--- src/rtl/core/swpd_pkg.sv ---
`default_nettype none
// ----------------------------------------------------------------------------
// swpd_pkg
// Shared types, constants and helpers of the sync word packet deframer.
// ----------------------------------------------------------------------------
package swpd_pkg;

	localparam int BYTE_W        = 8;
	localparam int SYNC_BYTES    = 4;
	localparam int WORD_BYTES    = 4;
	localparam int PAYLOAD_BYTES = 16;
	localparam int STORE_DEPTH   = PAYLOAD_BYTES - 1;
	localparam int HIST_W        = (SYNC_BYTES - 1) * BYTE_W;
	localparam int HEADER_W      = SYNC_BYTES * BYTE_W;
	localparam int WORD_W        = WORD_BYTES * BYTE_W;
	localparam int INDEX_W       = $clog2(PAYLOAD_BYTES);
	localparam int CFG_INDEX_W   = 3;
	localparam int CFG_DATA_W    = 8;

	typedef logic [BYTE_W-1:0] byte_t;
	typedef logic [WORD_W-1:0] word_t;

	typedef enum logic [CFG_INDEX_W-1:0] {
		REG_SYNC_0     = 3'd0,
		REG_SYNC_1     = 3'd1,
		REG_SYNC_2     = 3'd2,
		REG_SYNC_3     = 3'd3,
		REG_BIG_ENDIAN = 3'd4
	} cfg_reg_t;

	// Packed so that the count word sits in the lowest bits
	typedef struct packed {
		word_t rate_z_bits;
		word_t rate_y_bits;
		word_t rate_x_bits;
		word_t packet_count;
	} packet_t;

	function automatic word_t assemble_word(input byte_t b0, input byte_t b1,
	                                        input byte_t b2, input byte_t b3,
	                                        input logic big_endian);
		word_t w;
		if (big_endian) begin
			w = {b0, b1, b2, b3};
		end else begin
			w = {b3, b2, b1, b0};
		end
		return w;
	endfunction

endpackage
`default_nettype wire

--- src/rtl/core/sync_word_packet_deframer.sv ---
`default_nettype none
// ----------------------------------------------------------------------------
// sync_word_packet_deframer
// Finds a configurable four-byte sync header in a byte stream and turns the
// sixteen payload bytes after it into one packet of four 32-bit words.
// ----------------------------------------------------------------------------
// One byte is taken per clock cycle unless the slave side stalls; each byte
// passes an input register, a single pass of compare and store logic, and,
// if it completes a packet, the result register, from which the packet then
// shows on the master side until the sink takes it. Only a result
// waiting in the output register while the sink holds tready low stalls the
// slave side. Headers are matched on a sliding window only while hunting;
// header bytes inside a payload are stored as data. Registers 0..3 hold the
// header bytes in arrival order, register 4 selects big-endian (1) or
// little-endian (0) word assembly; write them only while the block is idle.
// ----------------------------------------------------------------------------
module sync_word_packet_deframer import swpd_pkg::*; (
	input  wire logic                   clk,
	input  wire logic                   arst_n,
	// slave side, tdata[7:0] = data_byte
	input  wire logic                   s_tvalid,
	output logic                        s_tready,
	input  wire logic [BYTE_W-1:0]      s_tdata,
	// master side, tdata[31:0] = packet_count, [63:32] = rate_x_bits,
	// [95:64] = rate_y_bits, [127:96] = rate_z_bits
	output logic                        m_tvalid,
	input  wire logic                   m_tready,
	output logic [4*WORD_W-1:0]         m_tdata,
	// configuration write channel
	input  wire logic                   cfg_valid,
	output logic                        cfg_ready,
	input  wire logic [CFG_INDEX_W-1:0] cfg_index,
	input  wire logic [CFG_DATA_W-1:0]  cfg_data
);

	byte_t   sync_q [SYNC_BYTES];
	logic    big_endian_q;

	logic    valid_s1;
	byte_t   byte_s1;
	logic    valid_s2;
	packet_t packet_s2;

	logic    advance;
	logic    step;
	logic    hunt_step;
	logic    found;
	logic    collecting;
	logic    done;
	packet_t packet;

	assign cfg_ready = 1'b1;

	always_ff @(posedge clk or negedge arst_n) begin
		if (!arst_n) begin
			for (int i = 0; i < SYNC_BYTES; i++) begin
				sync_q[i] <= '0;
			end
			big_endian_q <= 1'b1;
		end else if (cfg_valid) begin
			case (cfg_reg_t'(cfg_index))
				REG_SYNC_0:     sync_q[0]    <= cfg_data[BYTE_W-1:0];
				REG_SYNC_1:     sync_q[1]    <= cfg_data[BYTE_W-1:0];
				REG_SYNC_2:     sync_q[2]    <= cfg_data[BYTE_W-1:0];
				REG_SYNC_3:     sync_q[3]    <= cfg_data[BYTE_W-1:0];
				REG_BIG_ENDIAN: big_endian_q <= cfg_data[0];
				default: ;
			endcase
		end
	end

	// The output register frees up when empty or when its result is taken
	assign advance   = !valid_s2 || m_tready;
	assign s_tready  = !valid_s1 || advance;
	assign step      = valid_s1 && advance;
	assign hunt_step = step && !collecting;

	always_ff @(posedge clk or negedge arst_n) begin
		if (!arst_n) begin
			valid_s1 <= 1'b0;
		end else if (s_tready) begin
			valid_s1 <= s_tvalid;
		end
	end

	always_ff @(posedge clk) begin
		if (s_tready && s_tvalid) begin
			byte_s1 <= s_tdata;
		end
	end

	swpd_sync_hunt u_hunt (
		.clk       (clk),
		.arst_n    (arst_n),
		.step      (hunt_step),
		.data_byte (byte_s1),
		.header    ({sync_q[0], sync_q[1], sync_q[2], sync_q[3]}),
		.found     (found)
	);

	swpd_payload u_payload (
		.clk        (clk),
		.arst_n     (arst_n),
		.step       (step),
		.data_byte  (byte_s1),
		.found      (found),
		.big_endian (big_endian_q),
		.collecting (collecting),
		.done       (done),
		.packet     (packet)
	);

	always_ff @(posedge clk or negedge arst_n) begin
		if (!arst_n) begin
			valid_s2 <= 1'b0;
		end else if (advance) begin
			valid_s2 <= done;
		end
	end

	always_ff @(posedge clk) begin
		if (done) begin
			packet_s2 <= packet;
		end
	end

	assign m_tvalid = valid_s2;
	assign m_tdata  = packet_s2;

endmodule
`default_nettype wire

--- src/rtl/core/swpd_sync_hunt.sv ---
`default_nettype none
// ----------------------------------------------------------------------------
// swpd_sync_hunt
// Sliding byte history and header compare while hunting for the sync word.
// ----------------------------------------------------------------------------
module swpd_sync_hunt import swpd_pkg::*; (
	input  wire logic                clk,
	input  wire logic                arst_n,
	input  wire logic                step,
	input  wire byte_t               data_byte,
	input  wire logic [HEADER_W-1:0] header,
	output logic                     found
);

	logic [HIST_W-1:0] recent_q;
	logic [1:0]        fill_q;
	logic              full;

	assign full  = (fill_q == 2'(SYNC_BYTES - 1));
	assign found = full && ({recent_q, data_byte} == header);

	always_ff @(posedge clk or negedge arst_n) begin
		if (!arst_n) begin
			recent_q <= '0;
			fill_q   <= '0;
		end else if (step) begin
			if (found) begin
				// empty the history, the next header must arrive whole
				recent_q <= '0;
				fill_q   <= '0;
			end else begin
				recent_q <= {recent_q[HIST_W-BYTE_W-1:0], data_byte};
				if (!full) begin
					fill_q <= fill_q + 2'd1;
				end
			end
		end
	end

endmodule
`default_nettype wire

--- src/rtl/core/swpd_payload.sv ---
`default_nettype none
// ----------------------------------------------------------------------------
// swpd_payload
// Payload byte collection after a header, and packet word assembly.
// ----------------------------------------------------------------------------
module swpd_payload import swpd_pkg::*; (
	input  wire logic  clk,
	input  wire logic  arst_n,
	input  wire logic  step,
	input  wire byte_t data_byte,
	input  wire logic  found,
	input  wire logic  big_endian,
	output logic       collecting,
	output logic       done,
	output packet_t    packet
);

	logic               collecting_q;
	logic [INDEX_W-1:0] index_q;
	byte_t              store_q [STORE_DEPTH];
	byte_t              full_bytes [PAYLOAD_BYTES];
	logic               last_byte;

	assign collecting = collecting_q;
	assign last_byte  = (index_q == INDEX_W'(STORE_DEPTH));
	assign done       = step && collecting_q && last_byte;

	always_comb begin
		for (int i = 0; i < STORE_DEPTH; i++) begin
			full_bytes[i] = store_q[i];
		end
		full_bytes[STORE_DEPTH] = data_byte;
	end

	assign packet.packet_count = assemble_word(full_bytes[0], full_bytes[1],
		full_bytes[2], full_bytes[3], big_endian);
	assign packet.rate_x_bits  = assemble_word(full_bytes[4], full_bytes[5],
		full_bytes[6], full_bytes[7], big_endian);
	assign packet.rate_y_bits  = assemble_word(full_bytes[8], full_bytes[9],
		full_bytes[10], full_bytes[11], big_endian);
	assign packet.rate_z_bits  = assemble_word(full_bytes[12], full_bytes[13],
		full_bytes[14], full_bytes[15], big_endian);

	always_ff @(posedge clk or negedge arst_n) begin
		if (!arst_n) begin
			collecting_q <= 1'b0;
			index_q      <= '0;
		end else if (step) begin
			if (!collecting_q) begin
				if (found) begin
					collecting_q <= 1'b1;
					index_q      <= '0;
				end
			end else if (last_byte) begin
				collecting_q <= 1'b0;
				index_q      <= '0;
			end else begin
				index_q <= index_q + INDEX_W'(1);
			end
		end
	end

	// Shift line: after the fifteenth payload byte, entry 0 holds the first one
	always_ff @(posedge clk) begin
		if (step && collecting_q && !last_byte) begin
			for (int i = 0; i < STORE_DEPTH - 1; i++) begin
				store_q[i] <= store_q[i+1];
			end
			store_q[STORE_DEPTH-1] <= data_byte;
		end
	end

endmodule
`default_nettype wire
--- config.mk ---
export PLATFORM = sky130hd
export DESIGN_NAME = sync_word_packet_deframer
export DESIGN_NICKNAME = d
export VERILOG_FILES = /design/src/rtl/core/swpd_pkg.sv /design/src/rtl/core/sync_word_packet_deframer.sv /design/src/rtl/core/swpd_sync_hunt.sv /design/src/rtl/core/swpd_payload.sv
export SDC_FILE = /design/constraint.sdc
export NUM_CORES = 1
export LEC_CHECK = 0
export ABC_AREA = 1
export BUFFER_PORTS_ARGS = -buffer_cell sky130_fd_sc_hd__clkbuf_2
export CORE_MARGIN = 5
export CORE_UTILIZATION = 30
export CTS_CLUSTER_DIAMETER = 150
export CTS_CLUSTER_SIZE = 8
export DETAILED_ROUTE_END_ITERATION = 8
export SYNTH_ARGS = -nofsm -noshare
export SYNTH_HDL_FRONTEND = slang
export SYNTH_SLANG_ARGS = --single-unit
--- constraint.sdc ---
create_clock -name clk -period 9.45 [get_ports clk]
set_input_delay 1.89 -clock clk [delete_from_list [all_inputs] [get_ports clk]]
set_output_delay 1.89 -clock clk [all_outputs]
set_load 0.1 [all_outputs]
* Word-level counts from Yosys, hierarchy flattened
Memories as Yosys holds them, arrays and structs flattened.
Cells that the tools add are included.
W data, S select, Z words.
** Word-level totals
- Logic and storage cells :: 64
- Bits in registers :: 202
- Memory bits (writable) :: 120
- Input port bits :: 24
- Output and inout bits :: 131
- Memories kept :: 1
** Memories
- u_payload.store_q :: words 15, bits a word 8, rd ports 15, clocked after memory_dff 0, wr ports 15, line swpd_payload.sv:20 : byte_t store_q [STORE_DEPTH];
** Operators by class
- Add/subtract/negate cells :: 2
- Reduce and logical (&&, ||, !) cells :: 22
- Muxes and demuxes :: 15
- Equality and inequality tests :: 8
** Operator list (number)
- $mux W32 :: 4
- $eq A32 B32 Y1 :: 1
- $mux W24 :: 1
- $reduce_and A2 Y1 :: 7
- $mux W4 :: 3
- $logic_and A1 B1 Y1 :: 7
- $eq A3 B2 Y1 const B :: 2
- $mux W1 :: 5
- $add A4 B1 Y4 const B :: 1
- $eq A4 B4 Y1 const B :: 1
- $logic_not A1 Y1 :: 4
- $mux W2 :: 2
- $eq A3 B1 Y1 const B :: 1
- $eq A3 B3 Y1 const B :: 1
- $logic_not A3 Y1 :: 1
- $add A2 B1 Y2 const B :: 1
- $eq A2 B2 Y1 const B :: 1
- $logic_or A1 B1 Y1 :: 2
- $ne A2 B2 Y1 const B :: 1
- $reduce_bool A2 Y1 :: 1

* Logic depth before layout (Yosys ltp)
- Word-level depth :: 7
- Gate-level depth with buffers :: 12
- Depth with buffers taken out :: 12

* By module
From an unflattened synthesis, not the netlist that was laid out.
** Unflattened totals
- Cells, all modules :: 1025
- Area, all modules :: 12583.3 um^2
** By module, submodules not included
- sync_word_packet_deframer :: times used 1, seq. area each 4961.0 um^2, area an instance 5554.1 um^2, cells each 304
- swpd_payload :: times used 1, seq. area each 3728.6 um^2, area an instance 5380.2 um^2, cells each 504
- swpd_sync_hunt :: times used 1, seq. area each 650.6 um^2, area an instance 1649.1 um^2, cells each 217

* Worst setup path after synthesis
No wires, ideal clock.
- Path type :: input -> register
- Start point :: in m_tready
- End point :: reg packet_s2 (netlist bit m_tdata[0]) (enable)
- Buffers on the path :: 0
- Data required time :: 8832 ps
- Library setup time :: 618 ps
- Arrival time :: 7716 ps
- Stages on the path :: 6
- Slack :: 1116 ps
- Path through :: inv_1 -> nand2_1 -> nand2_2 -> nor2_1 -> inv_1 -> nor2_1
** On the way
- Longest elaborated chain between the ends :: 4
** RTL lines
- from (decl) :: line sync_word_packet_deframer.sv:27 : input wire logic m_tready,
- $logic_or A1 B1 Y1 :: line sync_word_packet_deframer.sv:73 : assign advance = !valid_s2 || m_tready;
- $logic_and A1 B1 Y1 :: line sync_word_packet_deframer.sv:75 : assign step = valid_s1 && advance;
- $logic_and A1 B1 Y1 (2 in a row) :: line swpd_payload.sv:26 : assign done = step && collecting_q && last_byte;
- via done :: line sync_word_packet_deframer.sv:49 : logic done;
- to (signal assigned) :: line sync_word_packet_deframer.sv:123 : packet_s2 <= packet;
- to (decl) :: line sync_word_packet_deframer.sv:42 : packet_t packet_s2;
The timed path passes the listed nets, and every way through them passes these cells.
A chain may end at the register's enable or synchronous reset.

* Worst setup path after layout
- Start point :: in m_tready
- End point :: reg packet_s2 (netlist bit m_tdata[5]) (enable)
The elaborated chain is that of the path after synthesis.

==> flow_summary.yaml <==
run_status:
  status: "finished clean"
synth:
  synth-seq-cells: 322
  syn_nets: 1014
  synth_compound_area_share_pct: 7.59
  syn_avg_cell_area_um2: 12.5
  netlist_top_cells_area: "edfxtp_1 (62%), dfrtp_1 (13%), nand2_1 (7.6%)"
  async_flop_share_pct: 20.5
  synth_edf_count: 256
  yosys.cell_types.count: 28
  yosysTopAreaCell: "edfxtp_1"
  yosysTopAreaCellShare_pct: 62.3
  yosysWarnings: 0
  syn_area_um2: 12300
  muxShareOfSynthArea_pct: 0
  synth_top_family_by_area: "simple AND/OR/NAND/NOR gates"
  synth_ff_type: "edfxtp_1"
  yosys.area_share.simple_pct: 10.3
  yosysSeqAreaShare_pct: 75.7
  yosys.area_share.adder_pct: 0.203
  synthCells: 988
  synth_xor_area_share_pct: 1.56
hold_path:
  hp-class: "flop to flop"
  whs_path_depth: 0
  hold_start: "u_payload.store_q[4][6]"
route:
  via_count: 7508
  firstDrtPassIters: 6
  postRouteAntennaNets: 0
  wl_per_cell_um: 15.4
  wl_um: 26100
  drc: 0
  drt_iter0_drc: 485
  via_per_inst: 4.41
timing:
  min_period_ns: 4.62
  fin_setup_tns_ns: 0
  slew_viol_final: 0
  grt_setup_unrepaired: "no"
  max_freq_ghz: 0.217
  hold_viol: 0
  slew_headroom_pct: 37.9
  skew_ns: 0.0193
  tightestPinTransition_ns: 0.932
  finalCritPeriodShare_pct: 48.9
  setup_viol: 0
clocking:
  cts_made_buffers: 46
  cts_tree: "yes"
  clk_pin_slew_ns: 0.05
  cts_setup_buffers: 0
  clock_latency_ns: 0.55
  clockBufferDepth: 3
  hold_buffers: 0
  numClockSinks: 322
  htreeDepth: 2
  clock-root-buffer: "clkbuf_16"
  ctsResizeCount: 0
floorplanning:
  num_io_pins: 155
  die-width_um: 213
  core_um2: 40700
  die_h_um: 213
  die_area_um2: 45300
  num_rows: 74
  initial_utilization_pct: 30.3
grt:
  grt_max_degree: 105
  first_global_vias: 7293
  track_usage_pct: 11.5
  grt_remaining_overflow: 0
  grt_pass1_wl_um: 40700
  antenna_found_initial: 0
critical_path:
  cp_slowest_cell: "buf_4"
  worstPathRequired_ns: 9.64
  worst_path_largest_cell_delay_ns: 0.75
  crit_path_start_kind: "primary input"
  cp.arrival_ns: 4.81
  crit_family: "buffers and inverters"
  cp.depth: 9
  critPathBufInv: 5
  crit_chain: "clkbuf_2, inv_1, nand2_1, nand2_2, nor2_1, inv_1, nor2_4, buf_4, buf_4"
  r2r-start: "u_payload.collecting"
  r2r_cells: 6
  critPathKind: "primary input to flop"
  startpoint: "m_tready"
  crit_fanout: 60
  crit_path_end_kind: "flop"
cells_and_area:
  fin_nets: 1181
  final_common_cell: "edfxtp_1"
  n_fill_cell: 3934
  antenna_cells: 0
  syn2layout_area_growth_pct: 20.8
  finalInstanceArea_um2: 14900
  layout_common_cells: "edfxtp_1 (256), nand2_1 (250), o21ai_0 (181)"
  drive_gt1_share_pct: 19.3
power:
  p_per_area_nw_per_um2: 269
  p_leak_nw: 6.02
  ir_drop_uv: 108
place:
  gp_congestion: 0.787
  placed_area_um2: 13700
  post-dp-hpwl_um: 17100
  portBuffers: 153
job:
  maxCapViolCount: 0
final cells by class:
type,count,area [um^2],area share (%)
clock inverters,3,45.0,0.302
well taps,532,666,4.47
flip-flops and latches,322,9340,62.7
multi-input cells,523,2440,16.4
repair buffers,160,818,5.49
clock buffers,59,1200,8.05
inverters,102,385,2.59
kinds of logic after synthesis:
group / after synthesis
buf+inv: 143
other cells: 1
compound gates: 187
xor+xnor: 22
simple gates: 311
flops: 322
fa+ha+maj: 2
registers in the layout, summed over array words and instances, names as in the netlist:
signal and flops:
m_tdata 128, u_payload.store_q 120, sync_q 32, u_hunt.recent_q 24, byte_s1 8, u_payload.index_q 4, u_hunt.fill_q 2, big_endian_q 1
m_tvalid 1, u_payload.collecting 1, valid_s1 1
path summary, 6_finish.rpt:
| kind | endpoint | slack [ns] |
|---|---|---|
| setup / recovery | m_tdata[5] | 4.83 |
| hold reg to reg | u_payload.store_q[3][6] | 0.44 |
| hold / removal | u_payload.store_q[3][6] | 0.44 |
| max in group asynchronous | u_hunt.recent_q[13] | 7.35 |
| setup reg to reg | m_tdata[5] | 5.74 |
| min in group asynchronous | valid_s1 | 1.52 |
worst reg2reg max path, stage by stage, from the launching register on:
cell,delay (ns)
dfrtp_1,0.77
inv_1,0.20
nor2_1,0.17
inv_1,0.15
nor2_4,0.68
buf_4,0.76
buf_4,0.59
power breakdown:
group          internal (mW)  switching (mW)  total [mW]
Clock                  0.877           0.565        1.44
Combinational          0.175           0.363       0.538
Sequential              1.85           0.172        2.02
Total                   2.90            1.10        4.00
through the flow:
stage          util [%]  setup WS (ns)  power (mW)  hold WS, ns  instances
6_report           36.6           4.83        4.00        0.437       1701
4_1_cts            36.6           4.77        4.07        0.442       1701
2_1_floorplan         -           1.12        2.43        0.426        988
3_3_place_gp       33.5           4.25        2.57        0.430       1639
5_1_grt            36.6           4.57        4.24        0.459       1701
3_5_place_dp       33.5           4.18        2.60        0.433       1639
metal layers:
metal,up-vias,track usage [%],wire length [um]
met3,46,3.44,1950
li1,3680,-,-
met2,223,17.5,11700
met1,3559,15.9,11800
met5,-,0,0
met4,0,3.93,689
cell usage after synthesis, types with 5 or more instances:
library cell / number
nand2_1: 250
buf_2: 6
edfxtp_1: 256
o21ai_0: 181
xnor2_1: 21
nor2_1: 16
o21ai_1: 5
inv_1: 98
dfrtp_1: 65
nand3_1: 32
clkbuf_1: 28
Power figures use the tool's default switching activity.
